File: src/hdl/clfd_pkg.sv
// Shared types, defaults and microcode program for the cubic Lagrange fractional-delay block.
package clfd_pkg;

	localparam int SAMPLE_BITS_DEF = 16;
	localparam int FRAC_BITS_DEF   = 15;

	typedef enum logic [1:0] {
		OP_LOAD,
		OP_HORNER,
		OP_PREP,
		OP_FINISH
	} op_t;

	typedef enum logic [1:0] {
		COEF_A2,
		COEF_A1,
		COEF_A0
	} coef_t;

	typedef enum logic [1:0] {
		COND_ALWAYS,
		COND_IN_WORD,
		COND_OUT_FREE
	} cond_t;

	typedef logic [2:0] upc_t;

	localparam upc_t UPC_IDLE   = 3'd0;
	localparam upc_t UPC_H3     = 3'd1;
	localparam upc_t UPC_H2     = 3'd2;
	localparam upc_t UPC_H1     = 3'd3;
	localparam upc_t UPC_PREP   = 3'd4;
	localparam upc_t UPC_FINISH = 3'd5;

	typedef struct packed {
		op_t   op;
		logic  src_acc;
		coef_t coef;
		cond_t cond;
		upc_t  target;
	} ucode_word_t;

	typedef struct packed {
		logic  load;
		logic  horner;
		logic  src_acc;
		coef_t coef;
		logic  prep;
		logic  finish;
	} ctrl_t;

	function automatic ucode_word_t ucode_rom(input upc_t pc);
		ucode_word_t w;
		w.op      = OP_LOAD;
		w.src_acc = 1'b0;
		w.coef    = COEF_A2;
		w.cond    = COND_ALWAYS;
		w.target  = UPC_IDLE;
		case (pc)
			UPC_IDLE: begin
				w.cond   = COND_IN_WORD;
				w.target = UPC_H3;
			end
			UPC_H3: begin
				w.op     = OP_HORNER;
				w.coef   = COEF_A2;
				w.target = UPC_H2;
			end
			UPC_H2: begin
				w.op      = OP_HORNER;
				w.src_acc = 1'b1;
				w.coef    = COEF_A1;
				w.target  = UPC_H1;
			end
			UPC_H1: begin
				w.op      = OP_HORNER;
				w.src_acc = 1'b1;
				w.coef    = COEF_A0;
				w.target  = UPC_PREP;
			end
			UPC_PREP: begin
				w.op     = OP_PREP;
				w.target = UPC_FINISH;
			end
			UPC_FINISH: begin
				w.op     = OP_FINISH;
				w.cond   = COND_OUT_FREE;
				w.target = UPC_IDLE;
			end
			default: begin
				w.target = UPC_IDLE;
			end
		endcase
		return w;
	endfunction

endpackage

File: src/hdl/cubic_lagrange_fractional_delay.sv
// Top level of the cubic Lagrange fractional-delay interpolator.
//
// Input channel: in_valid / in_stall with the signed sample. A word is taken
// when in_valid is high and in_stall is low. Output channel: out_valid /
// out_stall with the signed interpolated sample delayed, one word per input word.
// cfg_write_en / cfg_write_data write the fractional delay mu (unsigned, FRAC_BITS
// fraction bits); write it only while the block is idle.
//
// Each input word is worked through three Horner steps, a divide-by-six prepare
// step and a finish step, run by the microcode program that passes all Horner
// steps through a single shared multiplier. The input stays stalled until the
// finish step is done, so a new word is taken only after the last one finishes.
//
// Reset clears the three-sample history to zero, sets mu to one quarter sample
// and empties the output register. While out_stall is high, the finished word
// holds in the output register; the next word may be taken and worked on, and
// its finish step waits until the output register is free.
module cubic_lagrange_fractional_delay #(
	parameter int SAMPLE_BITS = clfd_pkg::SAMPLE_BITS_DEF,
	parameter int FRAC_BITS   = clfd_pkg::FRAC_BITS_DEF
) (
	input  logic                          clk,
	input  logic                          arst_n,
	input  logic                          in_valid,
	output logic                          in_stall,
	input  logic signed [SAMPLE_BITS-1:0] sample,
	output logic                          out_valid,
	input  logic                          out_stall,
	output logic signed [SAMPLE_BITS-1:0] delayed,
	input  logic                          cfg_write_en,
	input  logic        [FRAC_BITS-1:0]   cfg_write_data
);

	clfd_pkg::ctrl_t ctrl;

	clfd_seq u_seq (
		.clk       (clk),
		.arst_n    (arst_n),
		.in_valid  (in_valid),
		.in_stall  (in_stall),
		.out_valid (out_valid),
		.out_stall (out_stall),
		.ctrl      (ctrl)
	);

	clfd_datapath #(
		.SAMPLE_BITS (SAMPLE_BITS),
		.FRAC_BITS   (FRAC_BITS)
	) u_datapath (
		.clk            (clk),
		.arst_n         (arst_n),
		.ctrl           (ctrl),
		.sample         (sample),
		.cfg_write_en   (cfg_write_en),
		.cfg_write_data (cfg_write_data),
		.delayed        (delayed)
	);

endmodule

File: src/hdl/clfd_seq.sv
// Microcode sequencer: step counter, program table lookup and output valid.
module clfd_seq (
	input  logic            clk,
	input  logic            arst_n,
	input  logic            in_valid,
	output logic            in_stall,
	output logic            out_valid,
	input  logic            out_stall,
	output clfd_pkg::ctrl_t ctrl
);

	clfd_pkg::upc_t        pc_q;
	clfd_pkg::upc_t        pc_d;
	clfd_pkg::ucode_word_t word;
	logic                  out_valid_q;
	logic                  out_valid_d;
	logic                  out_free;
	logic                  cond_true;

	assign word     = clfd_pkg::ucode_rom(pc_q);
	assign out_free = !out_valid_q || !out_stall;

	always_comb begin
		case (word.cond)
			clfd_pkg::COND_ALWAYS:   cond_true = 1'b1;
			clfd_pkg::COND_IN_WORD:  cond_true = in_valid;
			clfd_pkg::COND_OUT_FREE: cond_true = out_free;
			default:                 cond_true = 1'b0;
		endcase
	end

	always_comb begin
		pc_d = cond_true ? word.target : pc_q;
	end

	always_comb begin
		ctrl.load    = (word.op == clfd_pkg::OP_LOAD) && in_valid;
		ctrl.horner  = (word.op == clfd_pkg::OP_HORNER);
		ctrl.src_acc = word.src_acc;
		ctrl.coef    = word.coef;
		ctrl.prep    = (word.op == clfd_pkg::OP_PREP);
		ctrl.finish  = (word.op == clfd_pkg::OP_FINISH) && out_free;
		in_stall     = (word.op != clfd_pkg::OP_LOAD);
		out_valid_d  = out_valid_q;
		if (ctrl.finish) begin
			out_valid_d = 1'b1;
		end else if (out_valid_q && !out_stall) begin
			out_valid_d = 1'b0;
		end
	end

	always_ff @(posedge clk or negedge arst_n) begin
		if (!arst_n) begin
			pc_q        <= clfd_pkg::UPC_IDLE;
			out_valid_q <= 1'b0;
		end else begin
			pc_q        <= pc_d;
			out_valid_q <= out_valid_d;
		end
	end

	assign out_valid = out_valid_q;

endmodule

File: src/hdl/clfd_datapath.sv
// Datapath: sample history, coefficient forming, shared Horner multiplier and divide-by-six.
module clfd_datapath #(
	parameter int SAMPLE_BITS = clfd_pkg::SAMPLE_BITS_DEF,
	parameter int FRAC_BITS   = clfd_pkg::FRAC_BITS_DEF
) (
	input  logic                          clk,
	input  logic                          arst_n,
	input  clfd_pkg::ctrl_t               ctrl,
	input  logic signed [SAMPLE_BITS-1:0] sample,
	input  logic                          cfg_write_en,
	input  logic        [FRAC_BITS-1:0]   cfg_write_data,
	output logic signed [SAMPLE_BITS-1:0] delayed
);

	localparam int CW = SAMPLE_BITS + 8;
	localparam int PW = CW + FRAC_BITS + 1;
	localparam int NW = SAMPLE_BITS + 3;
	localparam int RW = SAMPLE_BITS + 4;
	localparam int QS = SAMPLE_BITS + 6;
	localparam logic        [RW-1:0]          RECIP     = RW'(((64'd1 << QS) + 64'd5) / 64'd6);
	localparam logic signed [CW-1:0]          SAT_BOUND = CW'(64'd3 << SAMPLE_BITS);
	localparam logic signed [CW-1:0]          THREE     = CW'(64'd3);
	localparam logic signed [PW-1:0]          HALF      = PW'(64'd1 << (FRAC_BITS - 1));
	localparam logic        [FRAC_BITS-1:0]   MU_RESET  = FRAC_BITS'(64'd1 << (FRAC_BITS - 2));
	localparam logic signed [SAMPLE_BITS-1:0] Y_MAX     = {1'b0, {(SAMPLE_BITS - 1){1'b1}}};
	localparam logic signed [SAMPLE_BITS-1:0] Y_MIN     = {1'b1, {(SAMPLE_BITS - 1){1'b0}}};

	logic signed [SAMPLE_BITS-1:0] h0_q, h1_q, h2_q;
	logic        [FRAC_BITS-1:0]   mu_q;
	logic signed [CW-1:0]          a3_q, a2_q, a1_q, a0_q, acc_q;
	logic        [NW-1:0]          n_q;
	logic                          sat_hi_q, sat_lo_q;
	logic signed [SAMPLE_BITS-1:0] delayed_q;

	logic signed [CW-1:0]          w0, w1, w2, w3;
	logic signed [CW-1:0]          d30, d12, d31, s2;
	logic signed [CW-1:0]          a3, a2, a1, a0;
	logic signed [CW-1:0]          src, coef, acc_d;
	logic signed [FRAC_BITS:0]     mu_s;
	logic signed [PW-1:0]          prod, rnd;
	logic signed [CW-1:0]          v, nsum;
	logic        [NW+RW-1:0]       prod2;
	logic        [SAMPLE_BITS-1:0] q;
	logic signed [SAMPLE_BITS-1:0] y;

	always_comb begin
		w0  = CW'(h0_q);
		w1  = CW'(h1_q);
		w2  = CW'(h2_q);
		w3  = CW'(sample);
		d30 = w3 - w0;
		d12 = w1 - w2;
		d31 = w3 - w1;
		s2  = w3 + w1 - (w2 <<< 1);
		a3  = d30 + d12 + (d12 <<< 1);
		a1  = d31 + (d31 <<< 1) - a3;
		a2  = s2 + (s2 <<< 1);
		a0  = (w2 <<< 1) + (w2 <<< 2);
	end

	always_comb begin
		src  = ctrl.src_acc ? acc_q : a3_q;
		mu_s = signed'({1'b0, mu_q});
		prod = src * mu_s;
		rnd  = (HALF - prod) >>> FRAC_BITS;
		case (ctrl.coef)
			clfd_pkg::COEF_A2: coef = a2_q;
			clfd_pkg::COEF_A1: coef = a1_q;
			clfd_pkg::COEF_A0: coef = a0_q;
			default:           coef = a0_q;
		endcase
		acc_d = coef + signed'(rnd[CW-1:0]);
	end

	always_comb begin
		v    = acc_q + THREE;
		nsum = v + SAT_BOUND;
	end

	always_comb begin
		prod2 = (NW + RW)'(n_q) * (NW + RW)'(RECIP);
		q     = prod2[QS +: SAMPLE_BITS];
		y     = signed'({~q[SAMPLE_BITS-1], q[SAMPLE_BITS-2:0]});
	end

	always_ff @(posedge clk or negedge arst_n) begin
		if (!arst_n) begin
			h0_q <= '0;
			h1_q <= '0;
			h2_q <= '0;
			mu_q <= MU_RESET;
		end else begin
			if (cfg_write_en) begin
				mu_q <= cfg_write_data;
			end
			if (ctrl.load) begin
				h0_q <= h1_q;
				h1_q <= h2_q;
				h2_q <= sample;
			end
		end
	end

	always_ff @(posedge clk) begin
		if (ctrl.load) begin
			a3_q <= a3;
			a2_q <= a2;
			a1_q <= a1;
			a0_q <= a0;
		end
		if (ctrl.horner) begin
			acc_q <= acc_d;
		end
		if (ctrl.prep) begin
			n_q      <= nsum[NW-1:0];
			sat_hi_q <= (v >= SAT_BOUND);
			sat_lo_q <= (v < -SAT_BOUND);
		end
		if (ctrl.finish) begin
			if (sat_hi_q) begin
				delayed_q <= Y_MAX;
			end else if (sat_lo_q) begin
				delayed_q <= Y_MIN;
			end else begin
				delayed_q <= y;
			end
		end
	end

	assign delayed = delayed_q;

endmodule

File: config.mk
export PLATFORM = sky130hd
export DESIGN_NAME = cubic_lagrange_fractional_delay
export DESIGN_NICKNAME = d
export VERILOG_FILES = /design/src/hdl/clfd_pkg.sv /design/src/hdl/cubic_lagrange_fractional_delay.sv /design/src/hdl/clfd_seq.sv /design/src/hdl/clfd_datapath.sv
export SDC_FILE = /design/constraint.sdc
export NUM_CORES = 2
export LEC_CHECK = 0
export ABC_CLOCK_PERIOD_IN_PS = 9200
export BUFFER_PORTS_ARGS = -buffer_cell sky130_fd_sc_hd__buf_2
export CAP_MARGIN = 10
export CORE_ASPECT_RATIO = 1.75
export CORE_MARGIN = 5
export CORE_UTILIZATION = 60
export CTS_CLUSTER_SIZE = 30
export DETAILED_ROUTE_END_ITERATION = 12
export PLACE_DENSITY_LB_ADDON = 0.12
export SLEW_MARGIN = 20
export SYNTH_ARGS = -nofsm -noshare
export SYNTH_HDL_FRONTEND = slang
export SYNTH_SLANG_ARGS = --single-unit
File: constraint.sdc
create_clock -name clk -period 9.2 [get_ports clk]
set_input_delay 0.46 -clock clk [delete_from_list [all_inputs] [get_ports clk]]
set_output_delay 0.46 -clock clk [all_outputs]
set_load 0.005 [all_outputs]
# After elaboration in Yosys (flattened, before gate mapping)
# Index checks and enable logic that the tools add are counted.
# W data, S select, Z words.
[op_classes]
multipliers = 2
order_cmp = 2
mux = 11
reduce_logical = 14
eq_ne = 11
bitwise_logic = 1
n_addsub = 15
[ops]
columns = ["operator", "count"]
rows = [
  ["$add A24 B24 Y24", 5],
  ["$sub A16 B16 Y17", 3],
  ["$pmux W24 S2", 1],
  ["$mul A24 B16 Y39", 1],
  ["$sub A16 B39 Y39 const A", 1],
  ["$mul A19 B20 Y38 const B", 1],
  ["$add A24 B3 Y24 const B", 1],
  ["$ge A24 B19 Y1 const B", 1],
  ["$lt A24 B19 Y1 const B", 1],
  ["$mux W24", 1],
  ["$sub A24 B24 Y24", 1],
  ["$add A17 B18 Y19", 1],
  ["$add A19 B19 Y19 const B", 1],
  ["$sub A17 B17 Y18", 1],
  ["$add A16 B16 Y17", 1],
  ["$mux W16", 1],
  ["$pmux W3 S5", 1],
  ["$pmux W2 S2", 2],
  ["$eq A2 B1 Y1 const B", 3],
  ["$eq A2 B2 Y1 const B", 3],
  ["$eq A3 B2 Y1 const B", 2],
  ["$eq A3 B3 Y1 const B", 2],
  ["$logic_not A2 Y1", 3],
  ["$pmux W2 S3", 1],
  ["other kinds (11)", 17],
]
[totals]
reg_bits = 224
word_cells = 71

# Depth between registers and ports, before layout
[depth]
depth_word = 7
depth_mapped = 42

# Hierarchy
# Synthesis repeated with hierarchy kept, for this count alone.
[unflattened]
cells_unflattened = 3574
area_unflattened_um2 = 33794.9
[by_module_without_submodules]
columns = ["module", "area_per_inst_um2", "instances", "cells_per_inst"]
rows = [
  ["clfd_datapath", 33495.9, 1, 3540],
  ["clfd_seq", 299.0, 1, 34],
]

# Worst setup path after synthesis
# Ideal clock, no wire load.
[synth_timing]
kind = "reg2reg"
start = "register u_seq.pc_q[1]"
end = "register u_datapath.acc_q[23], data pin"
synth_period_minus_slack_ns = 8.974
required_ns = 8.937
n_path_buf = 4
setup_ns = 0.263
path_stages_with_launch = 39
slack_ns = 0.226
arrival_ns = 8.711
cell_sequence = "dfrtp_1 buf_2 nand2b_2 clkbuf_1 buf_1 nand2_1 nand2_1 clkbuf_1 nand2_1 fa_1 inv_1 fa_1 fa_1 inv_1 fa_1 fa_1 inv_1 fa_1 [3 not listed] a21o_1 a211oi_1 nand2_4 a21oi_1 inv_1 a21oi_1 xnor2_1 ha_1 a21o_1 a21o_1 a21oi_2 o31ai_2 a221o_1 a211oi_2 o21ai_2 and4_1 nor3_1 xnor2_1"
[synth_via]
elab_chain_cells = 7
[synth_lines]
columns = ["item", "line", "text"]
rows = [
  ["from (decl)", "clfd_seq.sv:12", "clfd_pkg::upc_t pc_q;"],
  ["from (signal assigned)", "clfd_seq.sv:54", "pc_q <= clfd_pkg::UPC_IDLE;"],
  ["from (signal assigned)", "clfd_seq.sv:57", "pc_q <= pc_d;"],
  ["$eq A3 B2 Y1", "clfd_pkg.sv:59", "case (pc)"],
  ["$reduce_or A2 Y1 (no source line)", "n/a", ""],
  ["$mux W1", "clfd_pkg.sv:59", ""],
  ["$mux W24", "clfd_datapath.sv:62", "src = ctrl.src_acc ? acc_q : a3_q;"],
  ["$mul A24 B16 Y39", "clfd_datapath.sv:64", "prod = src * mu_s;"],
  ["$sub A16 B39 Y39", "clfd_datapath.sv:65", "rnd = (HALF - prod) >>> FRAC_BITS;"],
  ["$add A24 B24 Y24 (*)", "clfd_datapath.sv:72", "acc_d = coef + signed'(rnd[CW-1:0]);"],
  ["net u_datapath.acc_d[23]", "clfd_datapath.sv:38", "logic signed [CW-1:0] src, coef, acc_d;"],
  ["to (signal assigned)", "clfd_datapath.sv:112", "acc_q <= acc_d;"],
  ["to (decl)", "clfd_datapath.sv:30", "logic signed [CW-1:0] a3_q, a2_q, a1_q, a0_q, acc_q;"],
]
# The timed path passes the listed nets; every way through them passes the cells marked *.
# A chain may end at the register's enable or synchronous reset.

# Worst setup path in the final report
# Ends and elaborated chain as after synthesis.

==> run_results.csv <==
group,metric,value,unit
status,status,"complete, no violations",
sta,timing.slew.headroom,0.3041,
synth,synthesis.area,34770,µm²
sta,worstMarginPinSlew,1044,ps
setup_path,worstSetupStartpoint,"u_seq.pc_q[1]$_DFFE_PN0P_",
synth,synth-async-reset-ratio,0.3131,
sta,min_period_over_period,0.9559,
clocking,cts-buffers-inserted,25,
floorplan,die_w,192.0,µm
setup_path,required,9500,ps
sta,setup_tns,0,ps
setup_path,worst_path_largest_cell_delay,540,ps
routing,detail_route.first_pass.iterations,6,
floorplan,io_pins,54,
grt,grt_first_pass_wirelength,134900,µm
synth,synthSimpleGateAreaFrac,0.1330,
sta,finalClockSkew,23.04,ps
synth,yosysUniqueCellTypes,82,
clocking,tritoncts,"yes",
floorplan,chipHeight,328.4,µm
setup_path,timing_worst_setup_path_type,"reg2reg",
final_layout,count_of_fill_cells_added_during_filler_insertion,4821,
routing,dr_wl_met2,46250,µm
setup_path,critical_path.reg2reg.startpoint,"u_seq.pc_q[1]$_DFFE_PN0P_",
clocking,cts_root_buffer,"sky130_fd_sc_hd__clkbuf_16",
final_layout,antenna_cells,0,
setup_path,worst_setup_path_end_kind,"register",
sta,setup_viol_count_final,0,
routing,highest-signal-layer,"met5",
synth,ys_top_cells_by_area,"sky130_fd_sc_hd__fa_1 (29%), sky130_fd_sc_hd__ha_1 (15%), sky130_fd_sc_hd__edfxtp_1 (13%)",
grt,number_of_antenna_violations_at_the_first_check_in_global_routing,1,
synth,synth_edf_count,147,
final_layout,post_route_cell_area,37490,µm²
final_layout,multiInputGateArea,25370,µm²
place,sum_of_net_half_perimeters_after_detailed_placement,70540,µm
synth,post_synth_fa_ha_maj_area_fraction,0.4374,
synth,xor_xnor_share_of_the_synthesized_area,0.04938,
clocking,cts_htree_levels,1,
floorplan,design.die.area,63050,µm²
final_layout,layout.area.seq,6092,µm²
synth,netlist.top_cell.by_area,"sky130_fd_sc_hd__fa_1",
routing,drc,0,
sta,setup_ws,405.5,ps
synth,synth_commonest_cells,"sky130_fd_sc_hd__inv_1 (840), sky130_fd_sc_hd__fa_1 (499), sky130_fd_sc_hd__ha_1 (417)",
grt,first_global_vias,26960,
final_layout,finish.net_count,4749,
floorplan,start_util,0.6064,
synth,synth_mux_area_frac,0.01090,
synth,main_combinational_cell_family_by_area_after_synthesis,"adder cells",
floorplan,num_rows,116,
hold_path,hp-class,"in2reg",
clocking,cts_max_path_buffers,3,
clocking,path_clk_slew,70,ps
hold_path,worst_hold_startpoint,"cfg_write_data[9]",
grt,grt_usage,0.2698,
grt,pin_count_of_the_biggest_net_entering_global_routing,96,
final_layout,areaGrowthSynthToFinish,7.839,%
sta,timing.final.hold_violations,0,
synth,post-synth-top-area-fraction,0.2873,
setup_path,worst_ep_arrival_time,9100,ps
floorplan,core-area,57330,µm²
synth,synth_compound_gate_area_share,0.09328,
setup_path,path_common_cell,"sky130_fd_sc_hd__fa_1",
place,portBuffers,53,
synth,synthesis.nets,4667,
routing,postRouteAntennaNets,0,
routing,number_of_drc_markers_in_iteration_0,1082,
setup_path,cpMaxStageDelayCell,"sky130_fd_sc_hd__fa_1",
clocking,insertion_delay,570,ps
routing,route.layer.met1.wl,29750,µm
synth,yosysWarningCount,0,
clocking,numClockSinks,214,
synth,syn_avg_cell_area,9.358,µm²
grt,grt_overflow_total,0,
final_layout,fraction_of_final_layout_cells_sized_beyond_drive_strength_1,0.07075,
routing,wl_met3,2636,µm
synth,ys_dominant_reg_cell,"sky130_fd_sc_hd__edfxtp_1",
place,placedInstanceArea,36300,µm²
place,place_congestion,0.9265,
synth,post_synth_inst_count,3715,
sta,slew_violations,0,
routing,vias_per_cell,5.472,
synth,synth_most_common_cell,"sky130_fd_sc_hd__inv_1",
routing,vias,25080,
place,pre_cts_slack,-0.1439,ps
sta,fmaxAchievable,0.1137,GHz
synth,ys_ff_latch,214,
final_layout,utilization,0.6540,
job,drv.max_cap_violation_count,0,
setup_path,critPathLaunchType,"register",
sta,period_minus_slack,8795,ps
setup_path,reg2reg_slack,410,ps
synth,seq_area_frac_synth,0.1752,
routing,final_routed_wirelength_across_all_metal_layers,82800,µm
setup_path,worst_path_fanout_max,12,
routing,route.detailed.wl_per_inst,18.07,µm
## per-stage QoR
stage	instances	hold slack, ps
CTS	4574	95.25
finish	4583	121.9
floorplan	3715	164.4
global placement	4527	359.5
global route	4583	108.1
detailed placement	4527	358.3
## state kept, by name, indices dropped and copies added (netlist names)
register	flops
u_datapath.n_q	19
u_seq.out_valid	1
u_datapath.a2_q	20
u_datapath.h1_q	16
u_datapath.sat_hi_q	1
u_datapath.a0_q	18
u_datapath.acc_q	24
u_datapath.h0_q	16
u_seq.pc_q	3
u_datapath.a3_q	24
u_datapath.mu_q	15
u_datapath.a1_q	24
u_datapath.delayed	16
u_datapath.h2_q	16
u_datapath.sat_lo_q	1
## path summary, 6_finish.rpt
| path | cells after the start | endpoint |
|---|---|---|
| hold / removal | 2 | u_datapath.mu_q[9]$_DFFE_PN0P_ |
| setup reg to reg | 37 | u_datapath.acc_q[23]$_DFFE_PN_ |
| setup / recovery | 37 | u_datapath.acc_q[23]$_DFFE_PN_ |
| min in group asynchronous | 2 | u_datapath.h0_q[15]$_DFFE_PN0P_ |
| max in group asynchronous | 3 | u_datapath.h2_q[0]$_DFFE_PN0P_ |
| hold reg to reg | 2 | u_datapath.h0_q[9]$_DFFE_PN0P_ |
## worst max-delay path: cells and delay by family, from the launching register on
family | cells | cell delay [ps]
AND/OR/NAND/NOR | 9 | 1370
XOR/XNOR | 2 | 230
adder cells (fa/ha/maj) | 8 | 3610
flip-flops | 1 | 420
AO/OA/AOI/OAI | 10 | 2110
buffers and inverters | 8 | 720
## placed cells by master, fill, tap and decap left out, types with 10 or more instances in the layout
cell | synthesis | final
sky130_fd_sc_hd__fa_1 | 499 | 498
sky130_fd_sc_hd__or3_1 | 16 | 16
sky130_fd_sc_hd__edfxtp_1 | 147 | 147
sky130_fd_sc_hd__and2_1 | 205 | 205
sky130_fd_sc_hd__nand2_1 | 342 | 332
sky130_fd_sc_hd__buf_2 | 1 | 52
sky130_fd_sc_hd__a21oi_1 | 104 | 99
sky130_fd_sc_hd__a21o_1 | 51 | 51
sky130_fd_sc_hd__ha_1 | 417 | 415
sky130_fd_sc_hd__nand2b_1 | 33 | 32
sky130_fd_sc_hd__dfrtp_1 | 66 | 66
sky130_fd_sc_hd__xnor2_1 | 133 | 132
sky130_fd_sc_hd__nor2_1 | 119 | 115
sky130_fd_sc_hd__mux2_2 | 15 | 15
sky130_fd_sc_hd__a211oi_1 | 11 | 10
sky130_fd_sc_hd__nand4_1 | 10 | 10
sky130_fd_sc_hd__nor3_1 | 58 | 56
sky130_fd_sc_hd__and3_1 | 28 | 28
sky130_fd_sc_hd__a21boi_0 | 16 | 16
sky130_fd_sc_hd__mux2i_1 | 21 | 20
sky130_fd_sc_hd__o21bai_1 | 17 | 17
sky130_fd_sc_hd__o21ai_0 | 149 | 145
sky130_fd_sc_hd__xor2_1 | 63 | 63
sky130_fd_sc_hd__o21ai_1 | 6 | 10
sky130_fd_sc_hd__a31oi_1 | 11 | 11
sky130_fd_sc_hd__o21a_1 | 25 | 25
sky130_fd_sc_hd__nor2b_1 | 41 | 40
sky130_fd_sc_hd__buf_4 | 1 | 84
sky130_fd_sc_hd__inv_1 | 840 | 839
sky130_fd_sc_hd__nand3_1 | 45 | 45
sky130_fd_sc_hd__clkbuf_16 | 0 | 26
## what timing repair did
action,CTS,global route
pin swaps,0,20
setup endpoints to repair,2,8
hold buffers,1,0
gates resized for setup,2,46
buffers inserted,0,8
endpoints found under the hold margin,14,0
gates cloned,0,1
## logic make-up after synthesis
kind of cell             after synthesis
XOR/XNOR                             196
adder cells (fa/ha/maj)              916
buffers and inverters                932
AO/OA/AOI/OAI                        487
AND/OR/NAND/NOR                      934
multiplexers                          36
flip-flops                           214
## final cells by class
cell class	count	share of cell area
Multi-Input combinational cell	2569	0.6766
Sequential cell	214	0.1625
Inverter	840	0.08413
Timing Repair Buffer	147	0.02833
Tap cell	767	0.02560
Clock buffer	27	0.01715
Clock inverter	19	0.005673
## routing by layer
metal,vias to the layer above,GRT usage
met5,-,0
met2,545,0.5235
li1,11930,-
met1,12380,0.2954
met4,2,0.1148
met3,230,0.02230
Power is left out: the tool's default activity adds up to more than one toggle a clock period on the data nets, which glitch-free logic cannot reach.
